## src/design/mspfr_pkg.sv

```systemverilog
// Shared types and constants for the MSP v1 frame receiver.
// Used by the controller, the datapath and the top level; depends on nothing.

package mspfr_pkg;

	localparam int MSP_DEPTH_MAX = 64;

	localparam logic [7:0] CH_DOLLAR = 8'h24;
	localparam logic [7:0] CH_M      = 8'h4D;
	localparam logic [7:0] CH_GT     = 8'h3E;

	typedef struct packed {
		logic load_size;
		logic load_cmd;
		logic body_xor;
		logic store;
		logic start_run;
		logic fetch;
		logic advance;
	} dp_cmd_t;

	typedef struct packed {
		logic size_ok;
		logic body_done;
		logic xor_ok;
		logic size_zero;
		logic run_last;
	} dp_status_t;

endpackage

```

## src/design/mspfr_datapath.sv

```systemverilog
// Datapath of the MSP v1 frame receiver: size, command, checksum, payload buffer and run index.
// Depends on mspfr_pkg; driven by mspfr_ctrl through command and status structs.

module mspfr_datapath #(
	parameter int PAYLOAD_DEPTH = mspfr_pkg::MSP_DEPTH_MAX
) (
	input  logic                   clk,
	input  logic                   arst_n,
	input  logic [7:0]             rx_byte,
	input  mspfr_pkg::dp_cmd_t     cmd,
	output mspfr_pkg::dp_status_t  status,
	output logic [7:0]             command,
	output logic [6:0]             payload_size,
	output logic [7:0]             data_byte,
	output logic [5:0]             byte_index,
	output logic                   empty_payload,
	output logic                   last
);
	import mspfr_pkg::*;

	localparam int ADDR_W = (PAYLOAD_DEPTH > 1) ? $clog2(PAYLOAD_DEPTH) : 1;

	logic [6:0] expected_size_q;
	logic [7:0] frame_command_q;
	logic [7:0] running_xor_q;
	logic [6:0] bytes_received_q;
	logic [5:0] run_idx_q;
	logic       empty_q;
	logic [7:0] rd_data_q;
	logic [7:0] store_q [PAYLOAD_DEPTH];

	always_ff @(posedge clk or negedge arst_n) begin
		if (!arst_n) begin
			expected_size_q  <= '0;
			frame_command_q  <= '0;
			running_xor_q    <= '0;
			bytes_received_q <= '0;
			run_idx_q        <= '0;
			empty_q          <= 1'b0;
		end else begin
			if (cmd.load_size) begin
				expected_size_q <= rx_byte[6:0];
				running_xor_q   <= rx_byte;
			end
			if (cmd.load_cmd) begin
				frame_command_q  <= rx_byte;
				running_xor_q    <= running_xor_q ^ rx_byte;
				bytes_received_q <= '0;
			end
			if (cmd.body_xor) begin
				running_xor_q <= running_xor_q ^ rx_byte;
			end
			if (cmd.store) begin
				bytes_received_q <= bytes_received_q + 7'd1;
			end
			if (cmd.start_run) begin
				run_idx_q <= '0;
				empty_q   <= (expected_size_q == 7'd0);
			end
			if (cmd.advance) begin
				run_idx_q <= run_idx_q + 6'd1;
			end
		end
	end

	always_ff @(posedge clk) begin
		if (cmd.store) begin
			store_q[bytes_received_q[ADDR_W-1:0]] <= rx_byte;
		end
		if (cmd.fetch) begin
			rd_data_q <= store_q[run_idx_q[ADDR_W-1:0]];
		end
	end

	always_comb begin
		status.size_ok   = ({1'b0, rx_byte} <= 9'(PAYLOAD_DEPTH));
		status.body_done = (bytes_received_q >= expected_size_q);
		status.xor_ok    = ((running_xor_q ^ rx_byte) == 8'd0);
		status.size_zero = (expected_size_q == 7'd0);
		status.run_last  = empty_q || (({1'b0, run_idx_q} + 7'd1) == expected_size_q);
	end

	assign command       = frame_command_q;
	assign payload_size  = expected_size_q;
	assign data_byte     = empty_q ? 8'd0 : rd_data_q;
	assign byte_index    = run_idx_q;
	assign empty_payload = empty_q;
	assign last          = status.run_last;

endmodule

```

## src/design/mspfr_ctrl.sv

```systemverilog
// Controller of the MSP v1 frame receiver: header parsing and result run sequencing.
// Depends on mspfr_pkg; commands mspfr_datapath and owns both handshakes.

module mspfr_ctrl (
	input  logic                   clk,
	input  logic                   arst_n,
	input  logic                   rx_valid,
	output logic                   rx_stall,
	input  logic [7:0]             rx_byte,
	output logic                   res_valid,
	input  logic                   res_stall,
	input  mspfr_pkg::dp_status_t  status,
	output mspfr_pkg::dp_cmd_t     cmd
);
	import mspfr_pkg::*;

	typedef enum logic [2:0] {
		ST_IDLE,
		ST_DOLLAR,
		ST_M,
		ST_ARROW,
		ST_SIZE,
		ST_BODY,
		ST_FETCH,
		ST_SHOW
	} state_t;

	state_t state_q;
	logic   rx_stall_q;
	logic   res_valid_q;
	logic   rx_take;
	logic   res_take;

	assign rx_take   = rx_valid && !rx_stall_q;
	assign res_take  = res_valid_q && !res_stall;
	assign rx_stall  = rx_stall_q;
	assign res_valid = res_valid_q;

	always_comb begin
		cmd = '0;
		unique case (state_q)
			ST_ARROW: cmd.load_size = rx_take && status.size_ok;
			ST_SIZE:  cmd.load_cmd  = rx_take;
			ST_BODY: begin
				cmd.body_xor  = rx_take;
				cmd.store     = rx_take && !status.body_done;
				cmd.start_run = rx_take && status.body_done && status.xor_ok;
			end
			ST_FETCH: cmd.fetch   = 1'b1;
			ST_SHOW:  cmd.advance = res_take && !status.run_last;
			default: ;
		endcase
	end

	always_ff @(posedge clk or negedge arst_n) begin
		if (!arst_n) begin
			state_q     <= ST_IDLE;
			rx_stall_q  <= 1'b0;
			res_valid_q <= 1'b0;
		end else begin
			unique case (state_q)
				ST_IDLE: if (rx_take) begin
					state_q <= (rx_byte == CH_DOLLAR) ? ST_DOLLAR : ST_IDLE;
				end
				ST_DOLLAR: if (rx_take) begin
					state_q <= (rx_byte == CH_M) ? ST_M : ST_IDLE;
				end
				ST_M: if (rx_take) begin
					state_q <= (rx_byte == CH_GT) ? ST_ARROW : ST_IDLE;
				end
				ST_ARROW: if (rx_take) begin
					state_q <= status.size_ok ? ST_SIZE : ST_IDLE;
				end
				ST_SIZE: if (rx_take) begin
					state_q <= ST_BODY;
				end
				ST_BODY: if (rx_take && status.body_done) begin
					if (!status.xor_ok) begin
						state_q <= ST_IDLE;
					end else if (status.size_zero) begin
						state_q     <= ST_SHOW;
						rx_stall_q  <= 1'b1;
						res_valid_q <= 1'b1;
					end else begin
						state_q    <= ST_FETCH;
						rx_stall_q <= 1'b1;
					end
				end
				ST_FETCH: begin
					state_q     <= ST_SHOW;
					res_valid_q <= 1'b1;
				end
				ST_SHOW: if (res_take) begin
					res_valid_q <= 1'b0;
					if (status.run_last) begin
						state_q    <= ST_IDLE;
						rx_stall_q <= 1'b0;
					end else begin
						state_q <= ST_FETCH;
					end
				end
				default: state_q <= ST_IDLE;
			endcase
		end
	end

endmodule

```

## src/design/msp_frame_receiver_unit.sv

```systemverilog
// Top level of the MSP v1 frame receiver: controller plus datapath.
// Depends on mspfr_pkg, mspfr_ctrl and mspfr_datapath.
//
//   channel   handshake             payload
//   rx        rx_valid / rx_stall   rx_byte
//   result    res_valid / res_stall command, payload_size, data_byte, byte_index,
//                                   empty_payload, last
//
// The rx side takes a byte when rx_valid is high and rx_stall low. A good frame stalls
// the rx side while its run is sent: each payload beat is read from the buffer and
// then presented; an empty frame presents one beat with no buffer read. The buffer is
// a memory of PAYLOAD_DEPTH bytes. Reset clears the parser state and takes effect at
// once; the buffer is not cleared. A stalled result beat holds its fields until taken.

module msp_frame_receiver_unit #(
	parameter int PAYLOAD_DEPTH = mspfr_pkg::MSP_DEPTH_MAX
) (
	input  logic       clk,
	input  logic       arst_n,
	input  logic       rx_valid,
	output logic       rx_stall,
	input  logic [7:0] rx_byte,
	output logic       res_valid,
	input  logic       res_stall,
	output logic [7:0] command,
	output logic [6:0] payload_size,
	output logic [7:0] data_byte,
	output logic [5:0] byte_index,
	output logic       empty_payload,
	output logic       last
);
	import mspfr_pkg::*;

	dp_cmd_t    cmd;
	dp_status_t status;

	mspfr_ctrl u_ctrl (
		.clk       (clk),
		.arst_n    (arst_n),
		.rx_valid  (rx_valid),
		.rx_stall  (rx_stall),
		.rx_byte   (rx_byte),
		.res_valid (res_valid),
		.res_stall (res_stall),
		.status    (status),
		.cmd       (cmd)
	);

	mspfr_datapath #(
		.PAYLOAD_DEPTH (PAYLOAD_DEPTH)
	) u_datapath (
		.clk           (clk),
		.arst_n        (arst_n),
		.rx_byte       (rx_byte),
		.cmd           (cmd),
		.status        (status),
		.command       (command),
		.payload_size  (payload_size),
		.data_byte     (data_byte),
		.byte_index    (byte_index),
		.empty_payload (empty_payload),
		.last          (last)
	);

endmodule

```

## config.mk

```make
export PLATFORM = sky130hd
export DESIGN_NAME = msp_frame_receiver_unit
export DESIGN_NICKNAME = d
export VERILOG_FILES = /design/src/design/mspfr_pkg.sv /design/src/design/mspfr_datapath.sv /design/src/design/mspfr_ctrl.sv /design/src/design/msp_frame_receiver_unit.sv
export SDC_FILE = /design/constraint.sdc
export NUM_CORES = 1
export LEC_CHECK = 0
export BUFFER_PORTS_ARGS = -buffer_cell sky130_fd_sc_hd__buf_4
export CORE_MARGIN = 4
export CORE_UTILIZATION = 67
export CTS_CLUSTER_DIAMETER = 120
export DETAILED_ROUTE_END_ITERATION = 7
export PLACE_DENSITY = 0.84
export SLEW_MARGIN = 0
export SYNTH_ARGS = -nofsm -noshare
export SYNTH_HDL_FRONTEND = slang
export SYNTH_SLANG_ARGS = --single-unit
```

## constraint.sdc

```tcl
create_clock -name clk -period 8.6 [get_ports clk]
set_input_delay 0.43 -clock clk [delete_from_list [all_inputs] [get_ports clk]]
set_output_delay 0.43 -clock clk [all_outputs]
set_load 0.1 [all_outputs]
```

==> results.md <==
* Pre-antenna DRT Iters at 6
* Register bit total from synthesis at between 500 and 600
* Outcome: completed
* Initial antenna violation count at 1
* Post-Synth Simple-Gate Area at 0.0492
* H-Tree Depth at 2
* Combinational fraction of design power at 0.011
* Port bufs at between 40 and 50
* CORE AREA at approximately 0.033 sq mm
* Starting Density at 0.678
* Max Root-Sink Buffers at 3
* Critical path endpoint category: register
* Mapped Avg Cell Area at between 15 and 20 sq um
* Pint at around 4.3 mW
* Distinct cells, synth at 56
* Sw Pwr at around 1.0 mW
* Vias in the first global route at 12.4k
* Synth area leader: edfxtp_1
* Post-Syn Instances at roughly 1.2k
* Multiplexer share of the synthesized area at 0.156
* Worst hold-check path type: input port to register
* Final instance area at between 0.02 and 0.03 sq mm
* Pwr Total at roughly 5.4 mW
* Cells along the critical path: inv_1 -> ha_1 -> nand2b_1 -> a211oi_1 -> o31ai_1 -> nor2_1 -> nand3_1 -> nor2_1
* First-pass GRT wire length at 81000 um
* Synth top area cells: edfxtp_1 (69%), mux4_2 (14%), dfrtp_1 (4.6%)
* Fin crit share at 0.479
* Mapped cell area at between 0.02 and 0.025 sq mm
* Arrival @ worst endpoint at between 4 and 5 ns
* Flop pwr share at 0.556
* Share of cells above drive strength 1 at 0.237
* Die Wd at ~190 um
* Total track usage at 0.302
* Fmax at about 240 MHz
* Register area at approximately 0.017 sq mm
* Pin count of the biggest net entering global routing at around 90
* Die Y-Extent at around 190 um
* Hold Violations, Final at 0
* NumNets Final at about 1.2k
* Final setup vio count at 0
* Cell mode on critical path: nor2_1
* Row count at 67
* Clock transition at path regs at 0.06 ns
* Critical path class: register to register
* Vias at 12.3k
* Slew headroom at 0.256
* Synth Area in Adders at 0.00497
* Share of the synthesized area in the top cell type at 0.689
* Layout area overhead at 10.4%
* Complex-gate fraction of the synthesized area at 0.0317
* Placer Congestion at 0.865
* Top_reg_cell synth: edfxtp_1
* Setup TNS at 0 ns
* Skew final at between 0.015 and 0.02 ns
* Clock tree root driver cell: clkbuf_16
* Synth Net Count at 1209
* Yosys warnings at 0
* IO Pins at between 40 and 50
* Post-layout min period at between 4 and 5 ns
* Post-Route WL at about 54000 um
* Post-DP Area at about 0.023 sq mm
* Pwr/cell area at about 210 mW/mm^2
* Worst skew pair latency at 0.58 ns
* Post-Place Setup Slack at approximately 4.6 ns
* Max-slew violation count at 0
* Final core occ at 0.748
* Total global routing overflow at 0
* Post_cts resized at 0
* Startpoint type of the worst setup path: register
* Die ar. at around 0.037 sq mm
* CTS tree: yes
* Fill cells at 1689
* Largest family of logic cells by synthesized area: multiplexers
* Critical-path top delay cell: nor2_1
* Synth Area in XOR/XNOR at 0.00541
* Max-Cap Viols at 0
* Clock share of power at 0.432
* CTS buffer count at 53
* Post-DP HPWL at 30200 um
* Crit-path max FO at 11
* Peak supply drop at about 0.16 mV
* Async S/R FF share, synth at 0.0747
* CP max stage delay at 0.89 ns
* Worst EP required at slightly below 9 ns
* Sw frac at 0.193
* Sequential area share after synthesis at 0.735
* Post-synth EDFFs at 520
* DR DRC count at 0
* Post-route ant nets at 0
* Footprint of the multi-input gates at between 0.005 and 0.006 sq mm
* DRT iter0 DRCs at 2062
* Setup WS post-layout at roughly 4.5 ns
* RSZ-0062 raised after global routing: false
* Leakage dissipation at 7.98 nW
* Routed WL per cell at between 30 and 40 um
* Least-Margin Pin Slew at ~1.1 ns
* Via density at 7.16
* Sink Count at approximately 560
## metal layers
layer / global-route usage / up-vias / share of wire / wire length, um
li1: - / 4879 / - / -
met2: 0.471 / 947 / 0.48 / 26000
met5: 0 / - / 0 / 0
met3: 0.0640 / 198 / 0.11 / 5800
met4: 0.130 / 0 / 0.051 / 2750
met1: 0.426 / 6275 / 0.36 / 19100
## cells in the final DEF, fill, tap and decap left out, drive strengths merged, types with 11 or more instances in the layout
master / n
edfxtp: 520
mux4: 144
nor2: 93
clkbuf: 72
nand2: 58
buf: 51
dfrtp: 42
o21ai: 24
clkinv: 20
nand3: 18
a21oi: 16
inv: 16
nor2b: 15
mux2i: 14
o22ai: 13
mux2: 13
xor2: 11
## timing repair
item	4_1_cts	5_1_grt
setup buffers	0	0
hold buffers	1	0
hold endpoints to repair	42	0
## power by group through the flow
stage          clock network (mW)  registers (mW)  logic (mW)
2_1_floorplan                   0            3.04     0.00666
3_3_place_gp                    0            3.04      0.0562
3_5_place_dp                    0            3.04      0.0591
4_1_cts                      2.33            2.98      0.0599
5_1_grt                      2.47            2.98      0.0648
6_report                     2.32            2.98      0.0601
## synthesized netlist by cell type, types with 8 or more instances
cell type,number
a211oi_1,9
a21oi_1,16
a22oi_1,8
buf_1,10
buf_2,22
clkbuf_1,31
dfrtp_1,42
edfxtp_1,520
ha_1,9
inv_1,15
mux2_2,13
mux2i_1,14
mux4_2,144
nand2_1,58
nand3_1,17
nor2_1,92
nor2b_1,14
nor3_1,8
o21ai_0,24
o22ai_1,13
xor2_1,11
## logic make-up (layout without fill, tap and decap cells)
group / count (synthesis) / in the layout
XOR/XNOR: 14 / 14
flip-flops: 562 / 562
AO/OA/AOI/OAI: 107 / 107
other: 0 / 1
multiplexers: 171 / 171
adder cells (fa/ha/maj): 9 / 9
buffers and inverters: 87 / 167
AND/OR/NAND/NOR: 238 / 238
## layout make-up
type,count,share of cell area
Timing Repair Buffer,52,0.0161
Inverter,15,0.00225
Clock inverter,28,0.00995
Tap cell,448,0.0224
Multi-Input combinational cell,539,0.224
Sequential cell,562,0.666
Clock buffer,72,0.0595
Antenna cell,1,0.000100
## sequential cells by signal, summed over array words and instances, names as in the netlist
| register | cells |
|---|---|
| u_ctrl.res_valid | 1 |
| u_datapath.bytes_received_q | 7 |
| u_datapath.command | 8 |
| u_datapath.running_xor_q | 8 |
| u_datapath.byte_index | 6 |
| u_datapath.empty_payload | 1 |
| u_ctrl.state_q | 3 |
| u_datapath.rd_data_q | 8 |
| u_datapath.payload_size | 7 |
| u_datapath.store_q | 512 |
| u_ctrl.rx_stall | 1 |
## critical path, delay by kind of cell, from the launching register on
| family | cells | cell delay [ns] |
|---|---|---|
| AO/OA/AOI/OAI | 2 | 0.54 |
| adder cells (fa/ha/maj) | 1 | 0.28 |
| buffers and inverters | 1 | 0.11 |
| flip-flops | 1 | 0.46 |
| AND/OR/NAND/NOR | 4 | 2.36 |
## stage by stage
stage / hold WS, ns / cells
floorplan: 0.134 / 1188
global placement: 0.453 / 1614
detailed placement: 0.455 / 1614
CTS: 0.279 / 1715
global route: 0.336 / 1716
finish: 0.311 / 1717
## path summary, 6_finish.rpt
check | start | slack (ns) | end | cells after the start
max | u_datapath.bytes_received_q[0]$_DFFE_PN0P_ | 4.48 | u_datapath.store_q[33][1]$_DFFE_PP_ | 8
min | res_stall | 0.31 | u_ctrl.rx_stall$_DFFE_PN0P_ | 4
max reg2reg | u_datapath.bytes_received_q[0]$_DFFE_PN0P_ | 4.48 | u_datapath.store_q[33][1]$_DFFE_PP_ | 8
min reg2reg | u_datapath.command[6]$_DFFE_PN0P_ | 0.49 | u_datapath.command[6]$_DFFE_PN0P_ | 2
max in group asynchronous | arst_n | 7.77 | u_datapath.byte_index[1]$_DFFE_PN0P_ | 2
min in group asynchronous | arst_n | 0.40 | u_datapath.empty_payload$_DFFE_PN0P_ | 2
No activity file was read; power rests on OpenSTA's default activity.
